### config.mk
export PLATFORM = sky130hd
export DESIGN_NAME = oat_queue
export DESIGN_NICKNAME = d
export VERILOG_FILES = /design/src/hw/rtl/oat_pkg.sv /design/src/hw/rtl/oat_queue.sv
export SDC_FILE = /design/constraint.sdc
export NUM_CORES = 1
export LEC_CHECK = 0
export BUFFER_PORTS_ARGS = -buffer_cell sky130_fd_sc_hd__buf_2
export CAP_MARGIN = 10
export CORE_MARGIN = 5
export CORE_UTILIZATION = 42
export DETAILED_ROUTE_END_ITERATION = 6
export GPL_TIMING_DRIVEN = 0
export MAX_ROUTING_LAYER = met4
export PLACE_DENSITY_LB_ADDON = 0.1
export SYNTH_ARGS = -nofsm -noshare
export SYNTH_HDL_FRONTEND = slang
export SYNTH_SLANG_ARGS = --single-unit
### constraint.sdc
create_clock -name clk -period 2 [get_ports clk]
set_input_delay 0.2 -clock clk [delete_from_list [all_inputs] [get_ports clk]]
set_output_delay 0.2 -clock clk [all_outputs]
set_load 0.005 [all_outputs]
### src/hw/rtl/oat_pkg.sv
`timescale 1ns / 1ps
// ----------------------------------------------------------------------------
// oat_pkg
// Shared widths, codes and types of the ordered array table engine.
// ----------------------------------------------------------------------------
package oat_pkg;

  localparam int CAPACITY    = 128;
  localparam int DATA_W      = 32;
  localparam int ACT_W       = 3;
  localparam int POS_W       = 8;
  localparam int STAT_W      = 2;
  localparam int FPOS_W      = 7;
  localparam int ENT_W       = 8;
  localparam int CNT_W       = $clog2(CAPACITY + 1);
  localparam int ADDR_W      = $clog2(CAPACITY);
  localparam int QPTR_W      = 1;
  localparam int QUEUE_DEPTH = 2 ** QPTR_W;

  typedef enum logic [ACT_W-1:0] {
    ACT_APPEND = 3'd0,
    ACT_READ   = 3'd1,
    ACT_WRITE  = 3'd2,
    ACT_SEARCH = 3'd3,
    ACT_INSERT = 3'd4,
    ACT_DELETE = 3'd5
  } action_t;

  typedef enum logic [STAT_W-1:0] {
    STAT_OK    = 2'd0,
    STAT_FULL  = 2'd1,
    STAT_RANGE = 2'd2
  } status_t;

  typedef enum logic [2:0] {
    OP_APPEND,
    OP_READ,
    OP_WRITE,
    OP_SEARCH,
    OP_INSERT,
    OP_DELETE,
    OP_NOP
  } op_t;

  typedef struct packed {
    op_t               op;
    logic [POS_W-1:0]  pos;
    logic [DATA_W-1:0] val;
  } cmd_t;

  typedef struct packed {
    logic valid;
    cmd_t cmd;
  } cmd_req_t;

  typedef enum logic [2:0] {
    BK_IDLE,
    BK_EXEC,
    BK_RD_WAIT,
    BK_SRCH,
    BK_SHIFT_RD,
    BK_SHIFT_WR,
    BK_FINAL_WR,
    BK_RESP
  } bk_state_t;

endpackage

### src/hw/rtl/oat_queue.sv
`timescale 1ns / 1ps
// ----------------------------------------------------------------------------
// oat_queue
// Short command queue between the decode front and the list sequencer.
// ----------------------------------------------------------------------------
module oat_queue
  import oat_pkg::*;
(
  input  logic     clk,
  input  logic     rst_n,
  input  cmd_req_t push,
  output logic     push_ready,
  output cmd_req_t head,
  input  logic     pop
);

  cmd_t              q_mem_r [QUEUE_DEPTH];
  logic [QPTR_W-1:0] wr_ptr_r, wr_ptr_nxt;
  logic [QPTR_W-1:0] rd_ptr_r, rd_ptr_nxt;
  logic [QPTR_W:0]   cnt_r, cnt_nxt;
  logic              do_wr, do_rd;

  assign push_ready = (cnt_r != (QPTR_W+1)'(QUEUE_DEPTH));
  assign do_wr      = push.valid && push_ready;
  assign do_rd      = pop && head.valid;
  assign head.valid = (cnt_r != '0);
  assign head.cmd   = q_mem_r[rd_ptr_r];

  always_comb begin
    wr_ptr_nxt = do_wr ? wr_ptr_r + 1'b1 : wr_ptr_r;
    rd_ptr_nxt = do_rd ? rd_ptr_r + 1'b1 : rd_ptr_r;
    cnt_nxt    = cnt_r;
    if (do_wr && !do_rd) begin
      cnt_nxt = cnt_r + 1'b1;
    end else if (do_rd && !do_wr) begin
      cnt_nxt = cnt_r - 1'b1;
    end
  end

  always_ff @(posedge clk) begin
    if (!rst_n) begin
      wr_ptr_r <= '0;
      rd_ptr_r <= '0;
      cnt_r    <= '0;
    end else begin
      wr_ptr_r <= wr_ptr_nxt;
      rd_ptr_r <= rd_ptr_nxt;
      cnt_r    <= cnt_nxt;
    end
    if (do_wr) begin
      q_mem_r[wr_ptr_r] <= push.cmd;
    end
  end

endmodule

==> flow_summary_export.csv, run 1 <==
group,metric,value,unit
outcome,status,"finished, final reports clean",
synthesis,yosysWarnings,0,
cells_and_area,design_area,0.00415,mm²
timing,clock.fmax,0.577,GHz
worst_setup_path,crit_top_cell,"buf_2",
worst_setup_path,crit_type,"reg2out",
synthesis,synth_xor_area_share,0.786,%
synthesis,yosysSeqAreaShare,80.2,%
routing,via_per_inst,4.65,
cts,root_buffer,"clkbuf_8",
synthesis,synth_compound_area_share,1.05,%
synthesis,yosys_most_used_dff,"edfxtp_1",
worst_setup_path,cp.required,1.80,ns
power_and_ir_drop,power,4.84,mW
cells_and_area,diodes,0,
synthesis,ys_seq_elements,91,
grt,antenna_found_initial,0,
floorplan,die_area,0.00985,mm²
grt,grt_overflow,0,
synthesis,syn_area,0.00334,mm²
timing,period_minus_slack,1.73,ns
routing,drc_errors,0,
cts,cts_made_buffers,9,
timing,slew_viol_final,0,
power_and_ir_drop,p_per_area,1170,mW/mm²
cells_and_area,mostFrequentLayoutCell,"buf_2",
timing,hold_violations,0,
cts,clkSlewWorstSetupHoldPaths,0.09,ns
synthesis,synth_area_per_cell,21.2,µm²
floorplan,coreArea,0.00773,mm²
timing,slew_headroom,58.4,%
floorplan,initial_utilization,43.3,%
floorplan,die_h,99.2,µm
timing,fin_crit_sh,86.6,%
cells_and_area,layout_common_cells,"buf_2 (92), edfxtp_1 (86), mux2_2 (43)",
synthesis,synth_top_family_by_area,"multiplexers",
grt,grt_max_degree,44,
placed_design,placed_cell_area,0.00396,mm²
worst_setup_path,critPathArrivalTime,1.53,ns
timing,grt_setup_unrepaired,"false",
synthesis,synth.distinct_cells,20,
synthesis,synth_edf_count,86,
worst_setup_path,crit_chain,"buf_2 -> buf_4 -> mux2_2 -> buf_2",
grt,grt_pass1_vias,1855,
cts,htreeDepth,3,
cts,holdBufCountCts,0,
floorplan,io_pins,92,
synthesis,synth_simple_gate_area_share,1.95,%
floorplan,rows,32,
synthesis,async_flop_share,0,%
power_and_ir_drop,worst_ir_drop_vdd,0.716,mV
timing,whs,0.0408,ns
cts,cts_tree,"done",
cells_and_area,fillers,656,
synthesis,synth.area.mux_share,14.5,%
grt,track_usage,12.5,%
cts,cts.sinks,91,
worst_setup_path,crit_slowest_cell,"mux2_2",
worst_hold_path,hp-class,"in2reg",
timing,final-setup-viol-count,0,
routing,wl_per_cell,15.5,µm
cts,cts_buffer_depth,2,
worst_setup_path,crit_fanout,10,
routing,detail_route.iter0.violations,60,
routing,ant_nets,0,
timing,setup_tns,0,ns
flow_run,maxCapViolations,0,
cells_and_area,syn2layout_area_growth,24.1,%
timing,skew,0.00879,ns
placed_design,dpl.hpwl,3.82,mm
placed_design,gp_congestion,0.678,
synthesis,synth_nets,206,
synthesis,syn_inst,158,
timing,worstMarginPinSlew,0.625,ns
worst_setup_path,critPathLaunchType,"flip-flop",
cells_and_area,nNetsFinal,309,
routing,num_vias,1712,
worst_setup_path,endpoint_kind,"output pin",
synthesis,synth_fa_ha_area_share,0.374,%
cts,clkLatencyLatePin,0.34,ns
floorplan,die_x,99.2,µm
worst_setup_path,cp_slowest_stage_delay,0.35,ns
routing,routed_wl,5.71,mm
placed_design,io_buffers,91,
routing,firstDrtPassIters,3,
power_and_ir_drop,p_leak,1.55,nW
grt,grt_pass1_wl,9.00,mm
cells_and_area,final_layout_size_suffix_gt1_share,59.8,%
## layer usage
| layer | routed length (µm) | vias up | track usage [%] |
|---|---|---|---|
| met3 | 267 | 9 | 3.30 |
| met1 | 2320 | 836 | 13.9 |
| met4 | 93 | 0 | 5.46 |
| li1 | - | 818 | - |
| met5 | 0 | - | - |
| met2 | 3020 | 49 | 21.1 |
## repair_timing
action / 4_1_cts / 5_1_grt
endpoints found under the setup margin: 0 / 43
gates resized for setup: 0 / 1
buffers inserted: 0 / 0
## worst max-delay path, delay by kind of cell (launching register included)
family / cells / cell delay [ns]
buffers and inverters: 3 / 0.55
DFF: 1 / 0.30
muxes: 1 / 0.35
## state kept, by name, indices dropped and copies added (netlist names), named ones only
name	flops
cnt_r	2
wr_ptr_r	1
q_mem_r	86
rd_ptr_r	1
## synth_stat cells (2+ instances only)
cell type / n / area (µm²)
and2_1: 4 / 25.0
dfxtp_1: 5 / 100
xnor2_1: 2 / 17.5
edfxtp_1: 86 / 2580
mux2_2: 43 / 484
buf_4: 4 / 30.0
## stage by stage
| stage | setup slack, ns | std cells | utilization, % |
|---|---|---|---|
| final | 0.267 | 368 | 53.7 |
| after global routing | 0.142 | 368 | 53.7 |
| after CTS | 0.0472 | 368 | 53.7 |
| after detailed placement | 0.0699 | 352 | 51.2 |
| after global placement | -0.492 | 351 | 50.8 |
| after floorplan | 0.110 | 158 | - |
## path summary, 6_finish.rpt
| check | from | to | slack (ns) | cells after the start |
|---|---|---|---|---|
| setup reg to reg | cnt_r[0] | q_mem_r[0][28] | 0.29 | 4 |
| hold reg to reg | cnt_r[1] | cnt_r[1] | 0.57 | 2 |
| setup / recovery | flip-flop | head[31] | 0.27 | 4 |
| hold / removal | push[33] | q_mem_r[0][33] | 0.04 | 1 |
## report_power, final
| group | leakage (nW) | switching [mW] | internal, mW |
|---|---|---|---|
| clock network | 0.0907 | 0.603 | 0.571 |
| registers | 0.844 | 0.0709 | 2.38 |
| logic | 0.613 | 0.560 | 0.659 |
## cell type report
type                       count  area (µm²)  share of cell area [%]
clock inverter                 7        66.3                    1.60
sequential                    91        2680                    64.6
clock buffer                   9         124                    2.98
tap                          102         128                    3.08
inverter                       1        3.75                  0.0904
multi-input combinational     61         628                    15.1
buffer                         5        35.0                   0.844
timing repair buffer          92         483                    11.6
## kinds of logic after synthesis
family          after synthesis
compound gates                5
xor+xnor                      3
fa+ha+maj                     1
buf+inv                       6
flops                        91
mux                          43
simple gates                  9
(Power assumes the default switching activity.)
==> run 2: changes to the inputs <==
- CORE_ASPECT_RATIO: unset -> 1.4
- REMOVE_ABC_BUFFERS: unset -> 1
==> flow_summary_export.csv, run 2 (synthesized netlist as in run 1, its figures left out) <==
group,metric,value,unit
cells_and_area,diodes,0,
placed_design,dpl.hpwl,4.01,mm
outcome,status,"finished, final reports clean",
routing,drc_errors,0,
cells_and_area,mostFrequentLayoutCell,"buf_2",
floorplan,initial_utilization,43.2,%
cts,cts.sinks,91,
floorplan,rows,38,
floorplan,die_x,85.4,µm
grt,track_usage,12.5,%
timing,grt_setup_unrepaired,"false",
placed_design,io_buffers,91,
placed_design,placed_cell_area,0.00396,mm²
routing,detail_route.iter0.violations,111,
grt,grt_pass1_wl,9.00,mm
cells_and_area,utilization,53.5,%
floorplan,io_pins,92,
routing,routed_wl,5.80,mm
worst_setup_path,cp.required,1.80,ns
worst_setup_path,crit_slowest_cell,"dfxtp_4",
timing,skew,0.0103,ns
cells_and_area,top_regs,"q_mem_r (86), cnt_r (2)",
worst_setup_path,crit_fanout,23,
flow_run,maxCapViolations,0,
worst_setup_path,path_buf_inv,2,
worst_setup_path,endpoint_kind,"output pin",
grt,grt_overflow,0,
cts,cts_resized,1,
timing,slew_headroom,64.9,%
cells_and_area,nNetsFinal,306,
cells_and_area,fillers,670,
worst_setup_path,cp_slowest_stage_delay,0.57,ns
cts,clkSlewWorstSetupHoldPaths,0.09,ns
worst_setup_path,crit_family,"flip-flops",
power_and_ir_drop,p_leak,1.54,nW
routing,via_per_inst,4.62,
cells_and_area,layout_common_cells,"buf_2 (91), edfxtp_1 (86), mux2_2 (43)",
grt,grt_pass1_vias,1823,
timing,final-setup-viol-count,0,
cts,cts_setup_buffers,0,
routing,firstDrtPassIters,4,
power_and_ir_drop,p_per_area,1160,mW/mm²
worst_setup_path,crit_type,"reg2out",
grt,grt_max_degree,25,
cells_and_area,largest_reg_flops,86,
timing,fin_crit_sh,90.9,%
cells_and_area,syn2layout_area_growth,23.9,%
routing,wl_per_cell,16.0,µm
cells_and_area,regMostFlops,"q_mem_r",
cts,htreeDepth,3,
timing,clock.fmax,0.550,GHz
cts,root_buffer,"clkbuf_8",
timing,slew_viol_final,0,
power_and_ir_drop,worst_ir_drop_vdd,0.629,mV
cts,cts_buffer_depth,2,
worst_setup_path,crit_chain,"buf_16 -> mux2_2 -> buf_2",
cells_and_area,design_area,0.00414,mm²
grt,antenna_found_initial,0,
worst_setup_path,critPathLaunchType,"flip-flop",
cts,holdBufCountCts,0,
timing,period_minus_slack,1.82,ns
floorplan,coreArea,0.00775,mm²
routing,num_vias,1674,
cts,cts_made_buffers,9,
worst_hold_path,hp-class,"in2reg",
routing,ant_nets,0,
floorplan,die_h,116,µm
cts,clkLatencyLatePin,0.34,ns
cts,cts_tree,"done",
cells_and_area,final_layout_size_suffix_gt1_share,59.5,%
worst_setup_path,critPathArrivalTime,1.62,ns
timing,worstMarginPinSlew,0.527,ns
placed_design,gp_congestion,0.672,
floorplan,die_area,0.00987,mm²
timing,hold_violations,0,
run 2: cell count changes in the layout (fill, tap and decap cells not counted):
cell	before	now
buf_2	92	91
dfxtp_4	0	1
dfxtp_1	5	4
and3_2	0	1
buf_4	4	0
buf_12	0	2
and3_4	1	0
inv_6	1	0
run 2: path summary, 6_finish.rpt:
path	startpoint	endpoint	slack, ns	depth (start not counted)
worst max register to register	cnt_r[0]	q_mem_r[1][28]	0.29	3
worst min-delay path	push[37]	q_mem_r[0][37]	0.04	1
worst max-delay path	flip-flop	head[41]	0.18	3
worst min register to register	cnt_r[1]	cnt_r[1]	0.55	2
run 2: through the flow:
| step | total power, mW | hold WS [ns] | setup TNS [ns] | worst slack [ns] | std cells |
|---|---|---|---|---|---|
| 4_1_cts | 4.91 | 0.0212 | 0 | 0.129 | 362 |
| 5_1_grt | 5.08 | 0.0204 | 0 | 0.0931 | 362 |
| 2_1_floorplan | 3.18 | 0.299 | -1.96 | -0.0457 | 153 |
| 6_report | 4.81 | 0.0432 | 0 | 0.181 | 362 |
| 3_5_place_dp | 3.75 | 0.391 | 0 | 0.262 | 347 |
| 3_3_place_gp | 3.69 | 0.387 | -76.88 | -0.734 | 344 |
run 2: cell type report:
type,instances,area (µm²),area share [%]
Sequential cell,91,2690,64.8
Tap cell,100,125,3.02
Inverter,1,3.75,0.0906
Clock buffer,9,124,2.99
Multi-Input combinational cell,61,624,15.1
Timing Repair Buffer,94,523,12.6
Clock inverter,6,57.6,1.39
run 2: power breakdown:
part | switching, mW | leakage, nW | internal [mW]
registers | 0.140 | 0.845 | 2.38
clock network | 0.582 | 0.0862 | 0.560
logic | 0.494 | 0.605 | 0.655
run 2: layer usage:
layer | part of all wire [%] | GRT usage, %
met1 | 41 | 14.2
met2 | 52 | 21.1
met3 | 4.9 | 2.84
met4 | 1.6 | 5.70
met5 | 0 | -
