[src/hw/rtl/oat_pkg.sv]
`timescale 1ns / 1ps
// ----------------------------------------------------------------------------
// oat_pkg
// Shared widths, codes and types of the ordered array table engine.
// ----------------------------------------------------------------------------
package oat_pkg;

  localparam int CAPACITY    = 128;
  localparam int DATA_W      = 32;
  localparam int ACT_W       = 3;
  localparam int POS_W       = 8;
  localparam int STAT_W      = 2;
  localparam int FPOS_W      = 7;
  localparam int ENT_W       = 8;
  localparam int CNT_W       = $clog2(CAPACITY + 1);
  localparam int ADDR_W      = $clog2(CAPACITY);
  localparam int QPTR_W      = 1;
  localparam int QUEUE_DEPTH = 2 ** QPTR_W;

  typedef enum logic [ACT_W-1:0] {
    ACT_APPEND = 3'd0,
    ACT_READ   = 3'd1,
    ACT_WRITE  = 3'd2,
    ACT_SEARCH = 3'd3,
    ACT_INSERT = 3'd4,
    ACT_DELETE = 3'd5
  } action_t;

  typedef enum logic [STAT_W-1:0] {
    STAT_OK    = 2'd0,
    STAT_FULL  = 2'd1,
    STAT_RANGE = 2'd2
  } status_t;

  typedef enum logic [2:0] {
    OP_APPEND,
    OP_READ,
    OP_WRITE,
    OP_SEARCH,
    OP_INSERT,
    OP_DELETE,
    OP_NOP
  } op_t;

  typedef struct packed {
    op_t               op;
    logic [POS_W-1:0]  pos;
    logic [DATA_W-1:0] val;
  } cmd_t;

  typedef struct packed {
    logic valid;
    cmd_t cmd;
  } cmd_req_t;

  typedef enum logic [2:0] {
    BK_IDLE,
    BK_EXEC,
    BK_RD_WAIT,
    BK_SRCH,
    BK_SHIFT_RD,
    BK_SHIFT_WR,
    BK_FINAL_WR,
    BK_RESP
  } bk_state_t;

endpackage

[src/hw/rtl/oat_if.sv]
`timescale 1ns / 1ps
// ----------------------------------------------------------------------------
// oat_in_if / oat_out_if
// Valid/ready channels for actions and their results.
// ----------------------------------------------------------------------------
interface oat_in_if;
  logic                      valid;
  logic                      ready;
  logic [2:0]                action;
  logic [7:0]                position;
  logic signed [31:0]        operand_value;

  modport source (output valid, action, position, operand_value, input ready);
  modport sink   (input valid, action, position, operand_value, output ready);
endinterface


[src/hw/rtl/oat_front.sv]
`timescale 1ns / 1ps
// ----------------------------------------------------------------------------
// oat_front
// Accepts action transactions, decodes the action code and registers the
// command for the queue.
// ----------------------------------------------------------------------------
module oat_front
  import oat_pkg::*;
(
  input  logic     clk,
  input  logic     rst_n,
  oat_in_if.sink   in_ch,
  output cmd_req_t push,
  input  logic     push_ready
);

  logic fr_vld_r, fr_vld_nxt;
  cmd_t fr_cmd_r, fr_cmd_nxt;
  logic accept;
  op_t  dec_op;

  assign in_ch.ready = !fr_vld_r || push_ready;
  assign accept      = in_ch.valid && in_ch.ready;

  always_comb begin
    case (action_t'(in_ch.action))
      ACT_APPEND: dec_op = OP_APPEND;
      ACT_READ:   dec_op = OP_READ;
      ACT_WRITE:  dec_op = OP_WRITE;
      ACT_SEARCH: dec_op = OP_SEARCH;
      ACT_INSERT: dec_op = OP_INSERT;
      ACT_DELETE: dec_op = OP_DELETE;
      default:    dec_op = OP_NOP;
    endcase
  end

  always_comb begin
    fr_cmd_nxt = fr_cmd_r;
    fr_vld_nxt = fr_vld_r && !push_ready;
    if (accept) begin
      fr_vld_nxt     = 1'b1;
      fr_cmd_nxt.op  = dec_op;
      fr_cmd_nxt.pos = in_ch.position;
      fr_cmd_nxt.val = in_ch.operand_value;
    end
  end

  always_ff @(posedge clk) begin
    if (!rst_n) begin
      fr_vld_r <= 1'b0;
    end else begin
      fr_vld_r <= fr_vld_nxt;
    end
    fr_cmd_r <= fr_cmd_nxt;
  end

  assign push.valid = fr_vld_r;
  assign push.cmd   = fr_cmd_r;

endmodule

[src/flat_wrapper.sv]
// flat-port wrapper written by rule: the top's interface ports become plain ports
module oat_front_flat import oat_pkg::*;
  (clk, rst_n, push, push_ready, in_ch_valid, in_ch_action, in_ch_position, in_ch_operand_value, in_ch_ready);
  oat_in_if in_ch_i ();
  input  logic clk;
  input  logic rst_n;
  output cmd_req_t push;
  input  logic push_ready;
  input wire logic [$bits(in_ch_i.valid)-1:0] in_ch_valid;
  input wire logic [$bits(in_ch_i.action)-1:0] in_ch_action;
  input wire logic [$bits(in_ch_i.position)-1:0] in_ch_position;
  input wire logic [$bits(in_ch_i.operand_value)-1:0] in_ch_operand_value;
  output wire logic [$bits(in_ch_i.ready)-1:0] in_ch_ready;
  assign in_ch_i.valid = in_ch_valid;
  assign in_ch_i.action = in_ch_action;
  assign in_ch_i.position = in_ch_position;
  assign in_ch_i.operand_value = in_ch_operand_value;
  assign in_ch_ready = in_ch_i.ready;
  oat_front u_core (.clk(clk), .rst_n(rst_n), .in_ch(in_ch_i), .push(push), .push_ready(push_ready));
endmodule
[config.mk]
export PLATFORM = sky130hd
export DESIGN_NAME = oat_front_flat
export DESIGN_NICKNAME = d
export VERILOG_FILES = /design/src/hw/rtl/oat_pkg.sv /design/src/hw/rtl/oat_if.sv /design/src/hw/rtl/oat_front.sv /design/src/flat_wrapper.sv
export SDC_FILE = /design/constraint.sdc
export NUM_CORES = 1
export LEC_CHECK = 0
export BUFFER_PORTS_ARGS = -buffer_cell sky130_fd_sc_hd__buf_4
export CORE_MARGIN = 3
export CORE_UTILIZATION = 40
export DETAILED_ROUTE_END_ITERATION = 8
export PLACE_DENSITY = 0.77
export SLEW_MARGIN = 20
export SYNTH_ARGS = -nofsm -noshare
export SYNTH_HDL_FRONTEND = slang
export SYNTH_SLANG_ARGS = --single-unit
[constraint.sdc]
create_clock -name clk -period 1.6 [get_ports clk]
set_input_delay 0.08 -clock clk [delete_from_list [all_inputs] [get_ports clk]]
set_output_delay 0.08 -clock clk [all_outputs]
set_load 0.02 [all_outputs]
==> impl_metrics.tcl, run 1 <==
set metrics [dict create \
    layout_common_cells "sky130_fd_sc_hd__buf_4 (91), sky130_fd_sc_hd__dlygate4sd3_1 (44), sky130_fd_sc_hd__edfxtp_1 (43)" \
    postCtsHoldBufs 44 \
    postSynthRegisterBits 44 \
    netlist.area_leader.share 0.9416 \
    tightest_slew_ps 552.8 \
    routabilityCongestion 0.6753 \
    clock_path_buffers 2 \
    drt_wl_total_mm 4.380 \
    fmaxAchievable_mhz 760.8 \
    timing.final.ws_setup_ps 285.6 \
    syn_nets 99 \
    netlist_area_mm2 0.001371 \
    flow.area_growth_from_synthesis_pct 88.69 \
    cts_tree "built" \
    internal_power_uw 1737 \
    power.share.switching 0.2369 \
    drive_gt1_frac 0.5208 \
    global_route_wire_length_before_repair_mm 6.534 \
    routed_via_density 4.475 \
    holdWs_ps 94.62 \
    final-max-slew-violation-count 0 \
    postCtsSetupBuffers 0 \
    netSwitchingPower_uw 539.2 \
    max-slew-margin-rel 0.6315 \
    postSynthAreaPerCell_um2 26.37 \
    hold_class "input port to flop" \
    cts_resized 0 \
    fp.dieArea_mm2 0.004167 \
    clock_root_buffer "sky130_fd_sc_hd__clkbuf_4" \
    path_clk_slew_ps 120 \
    post-route-min-period_ps 1314 \
    cp.required_ps 1590 \
    dieHeight_um 64.55 \
    cts_sinks 44 \
    initial_core_utilization 0.4349 \
    tritoncts.num_buffers 5 \
    antenna_violating_nets_left 0 \
    fp.dieW_um 64.55 \
    setup_repair_after_global_routing_missed_its_margin "false" \
    synth-seq-area-share 0.9562 \
    drt_iter0_markers 36 \
    status "finished clean" \
    critical_path.endpoint_type "flop" \
    vdd_ir_drop_max_v 0.0005296 \
    firstDrtPassIters 4 \
    setup_tns_ps 0 \
    via_count 1056 \
    grt_pass1_vias 1143 \
    post-layout-total-power_uw 2276 \
    initial_antenna_violation_count 0 \
    worstPathArrival_ps 1300 \
    placementRows 20 \
    ys_warn_count 0 \
    max-cap-violations 0 \
    most_common_library_cell_in_the_layout_ignoring_fill_and_taps "sky130_fd_sc_hd__buf_4" \
    cellPowerDensity_mw_per_mm2 879.6 \
    yosys-top-cells-area "sky130_fd_sc_hd__edfxtp_1 (94%), sky130_fd_sc_hd__dfxtp_1 (1.5%), sky130_fd_sc_hd__nand2b_4 (1.0%)" \
    final_min_period_over_clock_period 0.8215 \
    area_leader_netlist "sky130_fd_sc_hd__edfxtp_1" \
    final.setup_skew_ps 5.460 \
    critPathKind "flop to flop" \
    pwr-share-comb 0.179 \
    num_antenna_cells 0 \
    global_route.usage.total 0.2235 \
    num-nets-final 238 \
    clock_latency_ps 340 \
    synthCells 52 \
    worst-path-max-fanout 43 \
    cts_max_level 2 \
    p_leak_uw 0.001096 \
    final-setup-viol-count 0 \
    grt_start_max_net_pins 44 \
    drcViolationCount 0 \
    yosysUniqueCellTypes 9 \
    gr-total-overflow 0 \
    routed_wire_length_per_instance_um 18.56 \
    top_level_ports 92 \
    worst_setup_path_start_kind "flop" \
    placement.setup.worst_slack_ps 311.5 \
    clock_power_share 0.219 \
    fp.coreArea_mm2 0.003153 \
    port_buffers 91 \
    share_seq_of_total_power 0.602 \
    hold_violations 0 \
]
worst max-delay path, stage by stage (launching register included):
cell and delay (ps):
sky130_fd_sc_hd__dfxtp_1 360, sky130_fd_sc_hd__nand2b_4 90, sky130_fd_sc_hd__and2_4 510
power groups by stage:
| stage | sequential, µW | clock (µW) | combinational, µW |
|---|---|---|---|
| 2_1_floorplan | 1470 | 0 | 35.2 |
| 3_3_place_gp | 1390 | 0 | 302 |
| 3_5_place_dp | 1390 | 0 | 309 |
| 4_1_cts | 1370 | 510 | 399 |
| 5_1_grt | 1380 | 570 | 427 |
| 6_report | 1370 | 497 | 407 |
state kept, by name, summed over array words and instances (netlist names):
name and cells:
u_core.fr_vld_r 1, u_core.push 43
logic make-up (layout without fill, tap and decap cells):
logic type,Yosys count,in the layout,share of synthesized area
compound gates,2,2,0.01369
simple gates,2,2,0.01642
buf+inv,4,144,0.01369
flops,44,44,0.9562
layout make-up:
| cell class | count | area [µm²] |
|---|---|---|
| Sequential cell | 44 | 1311 |
| Timing Repair Buffer | 135 | 1124 |
| Fill cell | 164 | 565.5 |
| Tap cell | 44 | 55.05 |
| Multi-Input combinational cell | 4 | 41.29 |
| Clock buffer | 6 | 41.29 |
| Clock inverter | 2 | 11.26 |
| Inverter | 1 | 3.754 |
cell usage after synthesis:
master and number:
sky130_fd_sc_hd__and2_4 1, sky130_fd_sc_hd__a21boi_0 1, sky130_fd_sc_hd__dfxtp_1 1, sky130_fd_sc_hd__a21boi_2 1, sky130_fd_sc_hd__buf_4 1, sky130_fd_sc_hd__edfxtp_1 43, sky130_fd_sc_hd__clkbuf_1 2, sky130_fd_sc_hd__nand2b_4 1
sky130_fd_sc_hd__inv_1 1
stage by stage:
step	util	std cells	area (µm²)
after floorplan	-	52	1371
after global placement	0.6643	184	2095
after detailed placement	0.6643	184	2095
after CTS	0.8206	236	2587
after global routing	0.8206	236	2587
final	0.8206	236	2587
worst paths after layout:
path	from	cells past startpoint	end	slack [ps]
setup / recovery	u_core.fr_vld_r	2	u_core.push[38]	290
hold reg to reg	u_core.fr_vld_r	2	u_core.push[33]	1030
setup reg to reg	u_core.fr_vld_r	2	u_core.push[38]	290
hold / removal	in_ch_action[0]	2	u_core.push[40]	90
layer usage:
metal / share of wire / wire [µm] / vias to the layer above / GRT usage
met2: 0.51 / 2215 / 71 / 0.3840
met5: 0 / 0 / - / 0
met4: 0.022 / 95 / 0 / 0.1055
li1: - / - / 477 / -
met3: 0.087 / 382 / 11 / 0.08146
met1: 0.39 / 1687 / 497 / 0.2450
Note: power is estimated with default switching activity, not from simulation.
==> run 2, diff against run 1 <==
==> constraint.sdc (replaced) <==
create_clock -name clk -period 1.35 [get_ports clk]
set_input_delay 0.0675 -clock clk [delete_from_list [all_inputs] [get_ports clk]]
set_output_delay 0.0675 -clock clk [all_outputs]
set_load 0.02 [all_outputs]
==> impl_metrics.tcl, run 2 (synthesis results as in run 1) <==
set metrics [dict create \
    tightest_slew_ps 227.8 \
    top_level_ports 92 \
    cellPowerDensity_mw_per_mm2 1110 \
    final-max-slew-violation-count 0 \
    tritoncts.num_buffers 5 \
    antenna_violating_nets_left 0 \
    postCtsSetupBuffers 0 \
    largest_reg_flops 43 \
    num_antenna_cells 0 \
    initial_core_utilization 0.4349 \
    gr-total-overflow 0 \
    post-route-min-period_ps 1174 \
    final_min_period_over_clock_period 0.8696 \
    setup_tns_ps 0 \
    cts_max_level 2 \
    vdd_ir_drop_max_v 0.0007684 \
    setup_repair_after_global_routing_missed_its_margin "false" \
    clock_latency_ps 360 \
    status "finished clean" \
    postCtsHoldBufs 44 \
    dieHeight_um 64.55 \
    fillCellCount 163 \
    global_route.usage.total 0.2210 \
    path_clk_slew_ps 120 \
    most_common_library_cell_in_the_layout_ignoring_fill_and_taps "sky130_fd_sc_hd__buf_4" \
    cts_resized 0 \
    final.setup_skew_ps 6.862 \
    worstPathArrival_ps 1480 \
    final-setup-viol-count 0 \
    routed_wire_length_per_instance_um 18.19 \
    fp.dieArea_mm2 0.004167 \
    routabilityCongestion 0.6777 \
    cells_along_the_critical_path "nand2b_4 > a21boi_2 > dlygate4sd3_1" \
    cpPeakStageDelay_ps 550 \
    grt_pass1_vias 1140 \
    clock_root_buffer "sky130_fd_sc_hd__clkbuf_4" \
    global_route_wire_length_before_repair_mm 6.417 \
    fp.dieW_um 64.55 \
    fmaxAchievable_mhz 851.8 \
    placementRows 20 \
    drcViolationCount 0 \
    p_leak_uw 0.001122 \
    initial_antenna_violation_count 0 \
    holdWs_ps 103.6 \
    cp.required_ps 1660 \
    post-route-util 0.8357 \
    port_buffers 91 \
    critical_path.endpoint_type "flop" \
    hold_violations 0 \
    routed_via_density 4.494 \
    hold_class "input port to flop" \
    worst-path-max-fanout 3 \
    fp.coreArea_mm2 0.003153 \
    critPathKind "flop to flop" \
    layout_common_cells "sky130_fd_sc_hd__buf_4 (91), sky130_fd_sc_hd__dlygate4sd3_1 (44), sky130_fd_sc_hd__edfxtp_1 (43)" \
    clock_path_buffers 2 \
    max-slew-margin-rel 0.8481 \
    max-cap-violations 0 \
    drt_iter0_markers 59 \
    drive_gt1_frac 0.5285 \
    num-nets-final 239 \
    grt_start_max_net_pins 44 \
    worst_setup_path_start_kind "flop" \
    drt_wl_total_mm 4.312 \
    timing.critical_path.slowest_stage_cell "sky130_fd_sc_hd__dlygate4sd3_1" \
    cts_tree "built" \
    cts_sinks 44 \
    firstDrtPassIters 4 \
    flow.area_growth_from_synthesis_pct 92.15 \
    via_count 1065 \
]
## run 2: cell count changes in the layout (fill, tap and decap cells not counted), sizes merged
cell	change
clkinvlp	-1
clkbuf	-1
bufinv	+1
buf	+1
clkinv	+1
## run 2: area by class of cell
| class | count | area (µm²) | area share |
|---|---|---|---|
| clock inverter | 3 | 42.54 | 0.01614 |
| clock buffer | 5 | 37.54 | 0.01424 |
| inverter | 1 | 3.754 | 0.001424 |
| tap | 44 | 55.05 | 0.02089 |
| sequential | 44 | 1311 | 0.4976 |
| timing repair buffer | 136 | 1144 | 0.4340 |
| multi-input combinational | 4 | 41.29 | 0.01567 |
## run 2: routing by layer
metal,routed length (µm),up-vias,GRT usage,part of all wire
met2,2167,67,0.3673,0.50
met5,0,-,0,0
li1,-,478,-,-
met1,1598,509,0.2441,0.37
met4,142,0,0.1319,0.033
met3,404,11,0.07626,0.094
## run 2: worst paths after layout
kind	startpoint	end	slack, ps	cells after the start
worst max register to register	u_core.fr_vld_r	u_core.fr_vld_r	180	3
worst max-delay path	u_core.fr_vld_r	u_core.fr_vld_r	180	3
worst min-delay path	in_ch_action[0]	u_core.push[40]	100	2
worst min register to register	u_core.fr_vld_r	u_core.push[22]	970	3
## run 2: report_power, final
part / leakage (µW) / switching, µW / internal, µW
sequential: 0.000425 / 28.4 / 1590
combinational: 0.000654 / 219 / 273
clock: 0.0000428 / 424 / 387
total: 0.00112 / 672 / 2250
## run 2: stage by stage
step | cells | area, µm² | total power (µW) | setup slack (ps)
after floorplan | 52 | 1371 | 1788 | 140.9
after global placement | 185 | 2115 | 2011 | 265.7
after detailed placement | 185 | 2115 | 2024 | 242.8
after CTS | 237 | 2635 | 2921 | 175.5
after global routing | 237 | 2635 | 3029 | 115.1
final | 237 | 2635 | 2926 | 176.0
## run 2: critical path, delay by kind of cell (launching register included)
family | cells | cell delay [ps]
compound gates | 1 | 120
flops | 1 | 390
buf+inv | 1 | 550
simple gates | 1 | 70
==> run 3, diff against run 2 <==
--- a/config.mk
+++ b/config.mk
@@ -10,6 +10,7 @@
 export CORE_UTILIZATION = 40
 export DETAILED_ROUTE_END_ITERATION = 8
 export PLACE_DENSITY = 0.77
+export SETUP_SLACK_MARGIN = 0.3
 export SLEW_MARGIN = 20
 export SYNTH_ARGS = -nofsm -noshare
 export SYNTH_HDL_FRONTEND = slang
==> impl_metrics.tcl, run 3 (synthesis results as in run 1) <==
set metrics [dict create \
    clock_path_buffers 2 \
    drt_iter0_markers 43 \
    critical_path.endpoint_type "flop" \
    post-route-min-period_ps 1074 \
    path_clk_slew_ps 120 \
    setup_tns_ps 0 \
    cts_tree "built" \
    setup_repair_after_global_routing_missed_its_margin "true" \
    tritoncts.num_buffers 5 \
    cts_max_level 2 \
    via_count 1084 \
    num_antenna_cells 0 \
    global_route.usage.total 0.2360 \
    initial_antenna_violation_count 0 \
    tightest_slew_ps 203.4 \
    top_level_ports 92 \
    worst-path-max-fanout 22 \
    cp.required_ps 1400 \
    routed_via_density 4.574 \
    sequential_cell_area_mm2 0.001313 \
    grt_start_max_net_pins 23 \
    postCtsHoldBufs 44 \
    largest_reg_flops 43 \
    timing.final.ws_setup_ps 276.4 \
    final-max-slew-violation-count 0 \
    fillCellCount 144 \
    fp.coreArea_mm2 0.003153 \
    hold_violations 0 \
    grt_pass1_vias 1194 \
    clock_root_buffer "sky130_fd_sc_hd__clkbuf_4" \
    most_common_library_cell_in_the_layout_ignoring_fill_and_taps "sky130_fd_sc_hd__buf_4" \
    final_min_period_over_clock_period 0.7952 \
    drive_gt1_frac 0.5389 \
    gr-total-overflow 0 \
    worst_setup_path_start_kind "flop" \
    placementRows 20 \
    final-setup-viol-count 0 \
    drt_wl_total_mm 4.777 \
    worstPathArrival_ps 1120 \
    final.setup_skew_ps 16.62 \
    status "finished clean" \
    flow.area_growth_from_synthesis_pct 96.35 \
    routed_wire_length_per_instance_um 20.16 \
    fmaxAchievable_mhz 931.5 \
    layout_common_cells "sky130_fd_sc_hd__buf_4 (88), sky130_fd_sc_hd__dlygate4sd3_1 (44), sky130_fd_sc_hd__edfxtp_1 (43)" \
    hold_class "input port to flop" \
    postCtsSetupBuffers 0 \
    vdd_ir_drop_max_v 0.001115 \
    cellPowerDensity_mw_per_mm2 1156 \
    fp.dieArea_mm2 0.004167 \
    cts_sinks 44 \
    clock_latency_ps 340 \
    routabilityCongestion 0.6552 \
    initial_core_utilization 0.4349 \
    firstDrtPassIters 4 \
    antenna_violating_nets_left 0 \
    max-slew-margin-rel 0.8632 \
    total_area_of_multi_input_combinational_cells_um2 41.29 \
    fp.dieW_um 64.55 \
    num-nets-final 240 \
    port_buffers 91 \
    placement.setup.worst_slack_ps 258.2 \
    max-cap-violations 0 \
    global_route_wire_length_before_repair_mm 6.934 \
    p_leak_uw 0.001146 \
    drcViolationCount 0 \
    critPathKind "flop to flop" \
    dieHeight_um 64.55 \
]
## run 3: changes by cell type in the layout (fill, tap and decap cells not counted), sizes merged
cell	previous run	this run
clkinv	2	0
bufinv	1	2
buf	92	93
## run 3: path summary, 6_finish.rpt
path	startpoint	to	slack, ps	cells after the start
setup / recovery	u_core.fr_vld_r	u_core.push[1]	280	3
hold / removal	push_ready	u_core.fr_vld_r	6	3
hold reg to reg	u_core.fr_vld_r	u_core.fr_vld_r	490	2
setup reg to reg	u_core.fr_vld_r	u_core.push[1]	280	3
## run 3: stage by stage
step                cells  hold slack [ps]  total power (µW)  area (µm²)  utilization
floorplan              52            166.4              1788        1373            -
global placement      185            246.2              2012        2116       0.6710
detailed placement    185            246.9              2026        2116       0.6710
CTS                   237          -0.1233              3071        2681       0.8504
global route          237         -0.01921              3202        2693       0.8540
finish                237            5.828              3113        2693       0.8540
## run 3: worst max-delay path: stages (launching register included)
cell	delay, ps
sky130_fd_sc_hd__dfxtp_2	350
sky130_fd_sc_hd__nand2b_4	70
sky130_fd_sc_hd__and2_4	190
sky130_fd_sc_hd__buf_12	180
## run 3: metal layers
layer	global-route usage	vias up	routed length [µm]
met5	0	-	0
met3	0.07626	8	475
li1	-	483	-
met4	0.06332	0	64
met1	0.2689	516	1727
met2	0.4253	77	2509
## run 3: cell type report
type,count,share of cell area
clock buffer,5,0.01394
sequential,44,0.4875
clock inverter,2,0.02230
inverter,1,0.001394
tap,44,0.02045
multi-input combinational,4,0.01533
timing repair buffer,137,0.4391
## run 3: where the power goes
group / switching, µW / internal, µW
Clock: 404 / 567
Combinational: 228 / 286
Sequential: 32.9 / 1590
Total: 665 / 2450
## run 3: what timing repair did
action | in CTS | in global routing
hold endpoints to repair | 43 | 1
gates resized for setup | 1 | 3
cloned | 1 | 0
setup endpoints to repair | 43 | 46
